### src/rtl/lept_pkg.sv
// Shared types, register codes and constants of the latency envelope profile tuner.
package lept_pkg;

  localparam int unsigned CFG_DATA_W = 24;
  localparam int unsigned CFG_INDEX_W = 3;

  localparam logic [CFG_INDEX_W-1:0] CFG_TARGET_LATENCY = 3'd0;
  localparam logic [CFG_INDEX_W-1:0] CFG_ENVELOPE_FRACTION = 3'd1;
  localparam logic [CFG_INDEX_W-1:0] CFG_P99_CEILING = 3'd2;
  localparam logic [CFG_INDEX_W-1:0] CFG_THREAD_FLOOR = 3'd3;
  localparam logic [CFG_INDEX_W-1:0] CFG_THREAD_CEILING = 3'd4;
  localparam logic [CFG_INDEX_W-1:0] CFG_BATCH_FLOOR = 3'd5;
  localparam logic [CFG_INDEX_W-1:0] CFG_BATCH_CEILING = 3'd6;

  localparam logic [23:0] TARGET_LATENCY_RESET = 24'd1000;
  localparam logic [15:0] ENVELOPE_FRACTION_RESET = 16'd3277;
  localparam logic [23:0] P99_CEILING_RESET = 24'd2000;
  localparam logic [7:0] THREAD_FLOOR_RESET = 8'd1;
  localparam logic [7:0] THREAD_CEILING_RESET = 8'd8;
  localparam logic [11:0] BATCH_FLOOR_RESET = 12'd1;
  localparam logic [11:0] BATCH_CEILING_RESET = 12'd64;

  localparam int unsigned TILE_MIN_DEFAULT = 16;
  localparam int unsigned TILE_MAX_DEFAULT = 256;
  localparam int unsigned PACE_MAX_NS_DEFAULT = 2000000;

  localparam int unsigned FLAG_THERMAL = 4;
  localparam logic [15:0] MIN_SAMPLES = 16'd8;
  localparam logic [28:0] FAST_MEAN_SCALE = 29'd20;
  localparam logic [28:0] FAST_TARGET_SCALE = 29'd19;
  localparam longint unsigned PACE_SLOPE = 800;
  localparam longint unsigned PACE_P99_NS = 150000;
  localparam logic [31:0] DIV10_MUL = 32'd52429;
  localparam int unsigned DIV10_SHIFT = 19;

  typedef struct packed {
    logic [23:0] mean_latency;
    logic [23:0] p99_latency;
    logic [15:0] sample_count;
    logic [4:0] instability_flags;
  } stats_t;

  typedef struct packed {
    logic [7:0] thread_count_out;
    logic [11:0] batch_size_out;
    logic [11:0] tile_size_out;
    logic env_ok;
    logic [20:0] pace_increment_ns;
  } profile_t;

  typedef struct packed {
    logic [23:0] target_latency;
    logic [15:0] envelope_fraction;
    logic [23:0] p99_ceiling;
    logic [7:0] thread_floor;
    logic [7:0] thread_ceiling;
    logic [11:0] batch_floor;
    logic [11:0] batch_ceiling;
  } cfg_t;

  typedef struct packed {
    logic unstable;
    logic thermal;
    logic fast;
    logic above_hi;
    logic p99_bad;
    logic env_ok;
    logic [20:0] pace;
  } env_t;

endpackage

### src/rtl/lept_cfg.sv
// Configuration registers and the profile reload request of the tuner.
module lept_cfg (
  input  logic clk,
  input  logic rst,
  input  logic cfg_write,
  input  logic [lept_pkg::CFG_INDEX_W-1:0] cfg_index,
  input  logic [lept_pkg::CFG_DATA_W-1:0] cfg_data,
  output lept_pkg::cfg_t cfg,
  output logic reload
);

  always_ff @(posedge clk) begin
    if (rst) begin
      cfg.target_latency <= lept_pkg::TARGET_LATENCY_RESET;
      cfg.envelope_fraction <= lept_pkg::ENVELOPE_FRACTION_RESET;
      cfg.p99_ceiling <= lept_pkg::P99_CEILING_RESET;
      cfg.thread_floor <= lept_pkg::THREAD_FLOOR_RESET;
      cfg.thread_ceiling <= lept_pkg::THREAD_CEILING_RESET;
      cfg.batch_floor <= lept_pkg::BATCH_FLOOR_RESET;
      cfg.batch_ceiling <= lept_pkg::BATCH_CEILING_RESET;
      reload <= 1'b0;
    end else begin
      reload <= 1'b0;
      if (cfg_write) begin
        case (cfg_index)
          lept_pkg::CFG_TARGET_LATENCY: cfg.target_latency <= cfg_data;
          lept_pkg::CFG_ENVELOPE_FRACTION: cfg.envelope_fraction <= cfg_data[15:0];
          lept_pkg::CFG_P99_CEILING: cfg.p99_ceiling <= cfg_data;
          lept_pkg::CFG_THREAD_FLOOR: begin
            cfg.thread_floor <= cfg_data[7:0];
            reload <= 1'b1;
          end
          lept_pkg::CFG_THREAD_CEILING: begin
            cfg.thread_ceiling <= cfg_data[7:0];
            reload <= 1'b1;
          end
          lept_pkg::CFG_BATCH_FLOOR: begin
            cfg.batch_floor <= cfg_data[11:0];
            reload <= 1'b1;
          end
          lept_pkg::CFG_BATCH_CEILING: begin
            cfg.batch_ceiling <= cfg_data[11:0];
            reload <= 1'b1;
          end
          default: begin
          end
        endcase
      end
    end
  end

endmodule

### src/rtl/lept_env.sv
// Envelope pipeline: input register, bound products, compares and pacing increment.
module lept_env #(
  parameter int unsigned PACE_MAX_NS = lept_pkg::PACE_MAX_NS_DEFAULT
) (
  input  logic clk,
  input  logic rst,
  input  logic stats_valid,
  input  lept_pkg::stats_t stats,
  output logic stats_stall,
  input  lept_pkg::cfg_t cfg,
  output logic env_valid,
  output lept_pkg::env_t env,
  input  logic env_ready
);

  localparam longint unsigned PACE_SAT_EXCESS =
    ((longint'(PACE_MAX_NS) + 1) * 65536 + lept_pkg::PACE_SLOPE - 1) / lept_pkg::PACE_SLOPE;
  localparam int unsigned EXC_W = $clog2(PACE_SAT_EXCESS);
  localparam int unsigned PROD_W = EXC_W + 10;
  localparam int unsigned PACE_W = $clog2(longint'(PACE_MAX_NS) + 1);

  logic s1_valid;
  lept_pkg::stats_t s1;
  logic s2_valid;
  logic [23:0] s2_mean;
  logic [40:0] s2_lo_q;
  logic [40:0] s2_hi_q;
  logic s2_p99_bad;
  logic s2_fast;
  logic [4:0] s2_flags;
  logic s3_valid;
  logic s3_above_hi;
  logic s3_below_lo;
  logic s3_p99_bad;
  logic s3_fast;
  logic [4:0] s3_flags;
  logic s3_excess_sat;
  logic [EXC_W-1:0] s3_excess;

  logic s1_ready;
  logic s2_ready;
  logic s3_ready;
  logic s4_ready;
  logic [16:0] lo_span;
  logic [16:0] hi_span;
  logic [40:0] mean_q;
  logic [40:0] excess;
  logic [PROD_W-1:0] pace_prod;
  logic [PACE_W-1:0] pace_base;
  logic [PACE_W:0] pace_sum;
  logic [PACE_W-1:0] pace_final;
  lept_pkg::env_t env_next;

  assign s4_ready = !env_valid || env_ready;
  assign s3_ready = !s3_valid || s4_ready;
  assign s2_ready = !s2_valid || s3_ready;
  assign s1_ready = !s1_valid || s2_ready;
  assign stats_stall = !s1_ready;

  assign lo_span = 17'd65536 - {1'b0, cfg.envelope_fraction};
  assign hi_span = 17'd65536 + {1'b0, cfg.envelope_fraction};
  assign mean_q = {1'b0, s2_mean, 16'b0};
  assign excess = mean_q - s2_hi_q;

  always_comb begin
    pace_prod = PROD_W'(s3_excess) * PROD_W'(lept_pkg::PACE_SLOPE);
    if (!s3_above_hi) begin
      pace_base = '0;
    end else if (s3_excess_sat) begin
      pace_base = PACE_W'(PACE_MAX_NS);
    end else begin
      pace_base = PACE_W'(pace_prod >> 16);
    end
    pace_sum = (PACE_W+1)'(pace_base) + (PACE_W+1)'(lept_pkg::PACE_P99_NS);
    if (!s3_p99_bad) begin
      pace_final = pace_base;
    end else if (pace_sum > (PACE_W+1)'(PACE_MAX_NS)) begin
      pace_final = PACE_W'(PACE_MAX_NS);
    end else begin
      pace_final = PACE_W'(pace_sum);
    end
    env_next.unstable = s3_flags != 5'd0;
    env_next.thermal = s3_flags[lept_pkg::FLAG_THERMAL];
    env_next.fast = s3_fast;
    env_next.above_hi = s3_above_hi;
    env_next.p99_bad = s3_p99_bad;
    env_next.env_ok = !s3_above_hi && !s3_below_lo && !s3_p99_bad;
    env_next.pace = 21'(pace_final);
  end

  always_ff @(posedge clk) begin
    if (rst) begin
      s1_valid <= 1'b0;
      s2_valid <= 1'b0;
      s3_valid <= 1'b0;
      env_valid <= 1'b0;
    end else begin
      if (s1_ready) begin
        s1_valid <= stats_valid;
      end
      if (s2_ready) begin
        s2_valid <= s1_valid;
      end
      if (s3_ready) begin
        s3_valid <= s2_valid;
      end
      if (s4_ready) begin
        env_valid <= s3_valid;
      end
    end
  end

  always_ff @(posedge clk) begin
    if (s1_ready) begin
      s1 <= stats;
    end
    if (s2_ready) begin
      s2_mean <= s1.mean_latency;
      s2_lo_q <= {17'b0, cfg.target_latency} * {24'b0, lo_span};
      s2_hi_q <= {17'b0, cfg.target_latency} * {24'b0, hi_span};
      s2_p99_bad <= (s1.p99_latency > cfg.p99_ceiling) &&
                    (s1.sample_count >= lept_pkg::MIN_SAMPLES);
      s2_fast <= (29'(s1.mean_latency) * lept_pkg::FAST_MEAN_SCALE) <
                 (29'(cfg.target_latency) * lept_pkg::FAST_TARGET_SCALE);
      s2_flags <= s1.instability_flags;
    end
    if (s3_ready) begin
      s3_above_hi <= mean_q > s2_hi_q;
      s3_below_lo <= mean_q < s2_lo_q;
      s3_p99_bad <= s2_p99_bad;
      s3_fast <= s2_fast;
      s3_flags <= s2_flags;
      s3_excess_sat <= excess >= 41'(PACE_SAT_EXCESS);
      s3_excess <= excess[EXC_W-1:0];
    end
    if (s4_ready) begin
      env <= env_next;
    end
  end

endmodule

### src/rtl/lept_prof.sv
// Profile state (threads, batch, tile) and the result register.
module lept_prof #(
  parameter int unsigned TILE_MIN = lept_pkg::TILE_MIN_DEFAULT,
  parameter int unsigned TILE_MAX = lept_pkg::TILE_MAX_DEFAULT
) (
  input  logic clk,
  input  logic rst,
  input  logic env_valid,
  input  lept_pkg::env_t env,
  output logic env_ready,
  input  lept_pkg::cfg_t cfg,
  input  logic reload,
  output logic profile_valid,
  output lept_pkg::profile_t profile,
  input  logic profile_stall
);

  localparam logic [11:0] TILE_LO = 12'(TILE_MIN);
  localparam logic [11:0] TILE_HI = 12'(TILE_MAX);
  localparam logic [11:0] TILE_MID = 12'((TILE_MIN + TILE_MAX) / 2);

  logic [7:0] thread_count;
  logic [11:0] batch_len;
  logic [11:0] tile_len;

  logic [7:0] thread_count_next;
  logic [11:0] batch_len_next;
  logic [11:0] tile_len_next;
  logic [7:0] thread_a;
  logic [7:0] thread_b;
  logic [13:0] batch_x3;
  logic [11:0] batch_shrink;
  logic [15:0] batch_x11;
  logic [31:0] batch_div;
  logic [12:0] batch_grow;
  logic [11:0] batch_a;
  logic [13:0] tile_x3;
  logic [11:0] tile_shrink;
  logic advance;

  assign env_ready = !profile_valid || !profile_stall;
  assign advance = env_valid && env_ready;

  always_comb begin
    thread_a = thread_count;
    if (env.unstable && thread_count > cfg.thread_floor) begin
      thread_a = thread_count - 8'd1;
    end else if (!env.unstable && env.fast && thread_count < cfg.thread_ceiling) begin
      thread_a = thread_count + 8'd1;
    end
    thread_b = env.above_hi ? cfg.thread_floor : thread_a;
    thread_count_next = thread_b;
    if (env.p99_bad && thread_b > cfg.thread_floor) begin
      thread_count_next = thread_b - 8'd1;
    end

    batch_x3 = 14'(batch_len) * 14'd3;
    batch_shrink = batch_x3[13:2];
    if (batch_shrink < cfg.batch_floor) begin
      batch_shrink = cfg.batch_floor;
    end
    batch_x11 = 16'(batch_len) * 16'd11;
    batch_div = 32'(batch_x11) * lept_pkg::DIV10_MUL;
    batch_grow = 13'(batch_div >> lept_pkg::DIV10_SHIFT) + 13'd1;
    if (batch_grow > 13'(cfg.batch_ceiling)) begin
      batch_grow = 13'(cfg.batch_ceiling);
    end
    batch_a = batch_len;
    if (env.unstable && batch_len > cfg.batch_floor) begin
      batch_a = batch_shrink;
    end else if (!env.unstable && env.fast && batch_len < cfg.batch_ceiling) begin
      batch_a = batch_grow[11:0];
    end
    batch_len_next = env.above_hi ? cfg.batch_floor : batch_a;

    tile_x3 = 14'(tile_len) * 14'd3;
    tile_shrink = tile_x3[13:2];
    if (tile_shrink < TILE_LO) begin
      tile_shrink = TILE_LO;
    end
    tile_len_next = tile_len;
    if (env.thermal && tile_len > TILE_LO) begin
      tile_len_next = tile_shrink;
    end else if (!env.unstable && tile_len < TILE_HI) begin
      tile_len_next = tile_len + 12'd1;
    end
  end

  always_ff @(posedge clk) begin
    if (rst) begin
      thread_count <= lept_pkg::THREAD_CEILING_RESET;
      batch_len <= lept_pkg::BATCH_CEILING_RESET;
      tile_len <= TILE_MID;
      profile_valid <= 1'b0;
    end else begin
      if (advance) begin
        thread_count <= thread_count_next;
        batch_len <= batch_len_next;
        tile_len <= tile_len_next;
      end else if (reload) begin
        thread_count <= cfg.thread_ceiling;
        batch_len <= cfg.batch_ceiling;
        tile_len <= TILE_MID;
      end
      if (env_ready) begin
        profile_valid <= env_valid;
      end
    end
  end

  always_ff @(posedge clk) begin
    if (advance) begin
      profile.thread_count_out <= thread_count_next;
      profile.batch_size_out <= batch_len_next;
      profile.tile_size_out <= tile_len_next;
      profile.env_ok <= env.env_ok;
      profile.pace_increment_ns <= env.pace;
    end
  end

endmodule

### src/rtl/latency_envelope_profile_tuner.sv
// Top level of the latency envelope profile tuner.
//
// The stats channel (stats_valid, stats_stall, stats) takes one word of
// windowed latency statistics and instability flags. For each word the block
// updates its thread, batch and tile profile and sends one word on the
// profile channel (profile_valid, profile_stall, profile) with the new
// profile, the envelope verdict and a pacing increment.
// A word passes through an input register, a register after the bound
// products, one after the envelope compares, one after the pacing
// increment, and the result register, which also updates the profile
// state. One word can be accepted in every cycle while stats_stall is low.
// When the receiver stalls, the result holds and the stages behind it keep
// filling; stats_stall rises only once every stage holds a word.
// Reset restores the register defaults and initial profile. Writing a thread
// or batch bound reloads the profile; the user must write the configuration
// port only while no word is in flight, which the block does not enforce.
module latency_envelope_profile_tuner #(
  parameter int unsigned TILE_MIN = lept_pkg::TILE_MIN_DEFAULT,
  parameter int unsigned TILE_MAX = lept_pkg::TILE_MAX_DEFAULT,
  parameter int unsigned PACE_MAX_NS = lept_pkg::PACE_MAX_NS_DEFAULT
) (
  input  logic clk,
  input  logic rst,
  input  logic stats_valid,
  output logic stats_stall,
  input  lept_pkg::stats_t stats,
  output logic profile_valid,
  input  logic profile_stall,
  output lept_pkg::profile_t profile,
  input  logic cfg_write,
  input  logic [lept_pkg::CFG_INDEX_W-1:0] cfg_index,
  input  logic [lept_pkg::CFG_DATA_W-1:0] cfg_data
);

  localparam logic [20:0] PACE_CAP =
    (longint'(PACE_MAX_NS) > 64'd2097151) ? 21'h1FFFFF : 21'(PACE_MAX_NS);

  lept_pkg::cfg_t cfg;
  logic reload;
  logic env_valid;
  logic env_ready;
  lept_pkg::env_t env;

  lept_cfg u_cfg (
    .clk(clk),
    .rst(rst),
    .cfg_write(cfg_write),
    .cfg_index(cfg_index),
    .cfg_data(cfg_data),
    .cfg(cfg),
    .reload(reload)
  );

  lept_env #(
    .PACE_MAX_NS(PACE_MAX_NS)
  ) u_env (
    .clk(clk),
    .rst(rst),
    .stats_valid(stats_valid),
    .stats(stats),
    .stats_stall(stats_stall),
    .cfg(cfg),
    .env_valid(env_valid),
    .env(env),
    .env_ready(env_ready)
  );

  lept_prof #(
    .TILE_MIN(TILE_MIN),
    .TILE_MAX(TILE_MAX)
  ) u_prof (
    .clk(clk),
    .rst(rst),
    .env_valid(env_valid),
    .env(env),
    .env_ready(env_ready),
    .cfg(cfg),
    .reload(reload),
    .profile_valid(profile_valid),
    .profile(profile),
    .profile_stall(profile_stall)
  );

  a_pace_zero_inside: assert property (@(posedge clk) disable iff (rst)
    profile_valid && profile.env_ok |-> profile.pace_increment_ns == 21'd0)
    else $error("pacing increment issued inside the envelope");

  a_stall_only_when_full: assert property (@(posedge clk) disable iff (rst)
    stats_stall |-> profile_valid && profile_stall && env_valid)
    else $error("input stalled while the pipeline has room");

  a_pace_bounded: assert property (@(posedge clk) disable iff (rst)
    profile_valid |-> profile.pace_increment_ns <= PACE_CAP)
    else $error("pacing increment above its saturation limit");

endmodule
### config.mk
export PLATFORM = sky130hd
export DESIGN_NAME = latency_envelope_profile_tuner
export DESIGN_NICKNAME = d
export VERILOG_FILES = /design/src/rtl/lept_pkg.sv /design/src/rtl/lept_cfg.sv /design/src/rtl/lept_env.sv /design/src/rtl/lept_prof.sv /design/src/rtl/latency_envelope_profile_tuner.sv
export SDC_FILE = /design/constraint.sdc
export NUM_CORES = 2
export LEC_CHECK = 0
export BUFFER_PORTS_ARGS = -buffer_cell sky130_fd_sc_hd__clkbuf_2
export CORE_UTILIZATION = 28
export CTS_CLUSTER_SIZE = 28
export DETAILED_ROUTE_END_ITERATION = 10
export PLACE_DENSITY = 0.45
export SYNTH_ARGS = -nofsm -noshare
export SYNTH_HDL_FRONTEND = slang
export SYNTH_HIERARCHICAL = 1
export SYNTH_SLANG_ARGS = --single-unit
### constraint.sdc
create_clock -name clk -period 9.4 [get_ports clk]
set_input_delay 1.88 -clock clk [delete_from_list [all_inputs] [get_ports clk]]
set_output_delay 1.88 -clock clk [all_outputs]
set_load 0.02 [all_outputs]
==> results.ini <==
[outcome]
status=finished with violations
violations=setup timing

[logic_synthesis]
netlist.area_leader.share=0.257
synthArstFlopShare=0
synth_edf_count=297
synth_area_per_cell_um2=9.30
synth-seq-cells=439
ys_warn_count=6
synth_top_flop_cell=edfxtp_1
syn_nets=8320
synth.distinct_cells=111
syn_inst=6648
yosysSeqAreaShare=0.190
synthTopCellsByArea=fa_1 (26%), ha_1 (16%), edfxtp_1 (14%)
yosys.area.top_type=fa_1
netlist_area_um2=61800

[timing]
whs_ns=0.362
rsz0062_at_grt=yes
skew_ns=0.0600
hold_viol_final=0
fin_ws_ns=-0.681
maxSlewViolCount=0
finalCritPeriodShare=1.07
setup_viol=24
worst_pin_slew_ns=1.24
slew_headroom=0.169
fin_crit_ns=10.08
fmax_ghz=0.0992

[critical_path]
end_kind=flop
cp_slowest_cell=fa_1
r2r_end=u_prof/batch_len[1]$_SDFFE_PP0P_
cp.required_ns=9.97
critical_path.max_stage_delay_ns=0.56
rr_startpoint=u_prof/batch_len[1]$_SDFFE_PP0P_
crit_fanout=7
critical_path_class=reg -> reg
crit_arrival_ns=10.65
r2r_setup_slack_ns=-0.68
reg2regPathDepth=47
cp_common_cell=ha_4
cp-start-kind=flop

[min_path]
min_to=u_prof/profile[21]$_DFFE_PP_
hold_depth=0
hold_start=u_env/env[21]$_DFFE_PP_
hold_class=reg -> reg

[clock_tree]
clock_latency_ns=0.68
cts.clk_slew.worst_paths_ns=0.06
tritoncts=done
clockBufferDepth=3
cts_hold_buf=0
cts_root_buf=clkbuf_16
cts.sinks=439
cts_buffers=55
htreeDepth=2

[die]
core_area_um2=220000
dieArea_um2=223000
fp.dieW_um=472
die_h_um=472
rows=172
io_pins=157
start_util=0.282

[global_routing]
track_usage=0.159
gr-total-overflow=0
first_global_vias=47200
antenna_found_initial=7
grt_max_degree=88
grt_pass1_wl_um=276000

[routing]
drc=0
dr.pass1.iters=6
dr_total_vias=46000
viasPerCell=4.65
drt_iter0_drc=2369
wl_per_cell_um=17.9
routed_wl_um=177000
ant_nets=0

[finish]
seq_area_um2=11800
nets=8633
final_layout_size_suffix_gt1_frac=0.106
layout_common_cells=inv_1 (1,353), fa_1 (790), ha_1 (765)
final_area_um2=70200
insertedDiodeCount=0
multi_input_area_um2=44500
n_fill_cell=23000
final_common_cell=inv_1
syn_to_final_growth_pct=13.5
finalNonFillerCells=9877

[place]
io_buffers=153
placed_area_um2=67800
dpl.hpwl_um=146000
dp.cells=9742
gp_congestion=0.834

[pwr]
leakagePower_nw=34.4
p_per_area_nw_per_um2=244
peakVddDrop_uv=257

[flow_run]
maxCapViolCount=0

[final cells by class]
cell class,count,area share
repair buffers,495,0.0489
clock inverters,23,0.00291
inverters,1360,0.0728
multi-input cells,4610,0.635
clock buffers,79,0.0219
well taps,2871,0.0512
flip-flops and latches,439,0.168
[stage by stage]
step	setup TNS [ns]	power, mW	util	setup WS (ns)
finish	-12.80	17.1	0.320	-0.681
global route	-23.93	18.8	0.320	-1.12
CTS	-12.32	17.1	0.319	-0.654
detailed placement	-22.18	14.7	0.309	-1.07
global placement	-21.80	14.6	0.309	-1.05
floorplan	-4.78	10.8	-	-0.317
[worst max-delay path: cells and delay by family (launching register included)]
family | cells | cell delay, ns
buffers and inverters | 6 | 0.48
muxes | 2 | 0.40
DFF | 1 | 0.36
and+or+nand+nor | 9 | 1.70
xor gates and xnor gates | 2 | 0.34
adders and majority gates | 11 | 4.01
AOI/OAI and AO/OA | 17 | 2.65
[logic make-up (layout without fill, tap and decap cells)]
| group | count (synthesis) | after routing | share of synthesized area |
|---|---|---|---|
| buffers and inverters | 1599 | 1957 | 0.0982 |
| AND/OR/NAND/NOR | 1798 | 1798 | 0.146 |
| flip-flops | 439 | 439 | 0.190 |
| AO/OA/AOI/OAI | 850 | 850 | 0.0930 |
| adder cells (fa/ha/maj) | 1571 | 1571 | 0.414 |
| XOR/XNOR | 243 | 243 | 0.0344 |
| multiplexers | 148 | 148 | 0.0243 |
[layer usage]
| layer | vias to the layer above | part of all wire | global-route usage |
|---|---|---|---|
| met1 | 23000 | 0.48 | 0.223 |
| met3 | 150 | 0.034 | 0.0147 |
| li1 | 22100 | - | - |
| met5 | - | 0.00018 | 0 |
| met2 | 758 | 0.46 | 0.262 |
| met4 | 4 | 0.022 | 0.0345 |
[cells in the mapped netlist (all sizes together) (29+ instances only)]
cell type / number
dfxtp: 142
inv: 1360
clkbuf: 202
o211ai: 29
nor2: 232
o21a: 62
buf: 37
xor2: 81
fa: 793
nor4: 33
o21ai: 154
a211oi: 38
xnor2: 162
and3: 36
nand3: 65
a21o: 91
nor3: 71
o21bai: 31
ha: 778
nand2: 692
nand4: 47
a21oi: 245
nor2b: 53
mux2i: 145
edfxtp: 297
or3: 34
and2: 290
nand2b: 156
[worst max path at each step]
stage / from / to / cells past startpoint
floorplan: u_prof/batch_len[1]$_SDFFE_PP0P_ / u_prof/profile[42]$_DFFE_PP_ / 48
global placement: u_prof/batch_len[3]$_SDFFE_PP0P_ / u_prof/batch_len[0]$_SDFFE_PP0P_ / 50
detailed placement: u_prof/batch_len[3]$_SDFFE_PP0P_ / u_prof/profile[40]$_DFFE_PP_ / 48
CTS: u_prof/batch_len[1]$_SDFFE_PP0P_ / u_prof/batch_len[1]$_SDFFE_PP0P_ / 47
global route: u_prof/batch_len[1]$_SDFFE_PP0P_ / u_prof/batch_len[1]$_SDFFE_PP0P_ / 47
finish: u_prof/batch_len[1]$_SDFFE_PP0P_ / u_prof/batch_len[1]$_SDFFE_PP0P_ / 47
[power by group]
| group | internal [mW] | switching (mW) | total, mW |
|---|---|---|---|
| Sequential | 2.49 | 0.170 | 2.66 |
| Clock | 1.17 | 0.905 | 2.07 |
| Combinational | 5.25 | 7.15 | 12.4 |
| Total | 8.91 | 8.22 | 17.1 |
[flip-flops by register name, summed over array words and instances, names as in the netlist, 5 cells and up]
register             count
u_cfg/cfg              104
u_env/s1                66
u_prof/profile          54
u_env/s2_lo_q           41
u_env/s2_hi_q           40
u_env/s3_excess         28
u_env/env               27
u_env/s2_mean           24
u_prof/batch_len        12
u_prof/tile_len         12
u_prof/thread_count      8
u_env/s2_flags           5
u_env/s3_flags           5
[repair_timing]
item                                    4_1_cts  5_1_grt
pin swaps                                    16       20
cloned                                        0        1
setup buffers                                26        6
gates resized for setup                      46       26
endpoints found under the setup margin       24       29
Power figures use the tool's default switching activity.
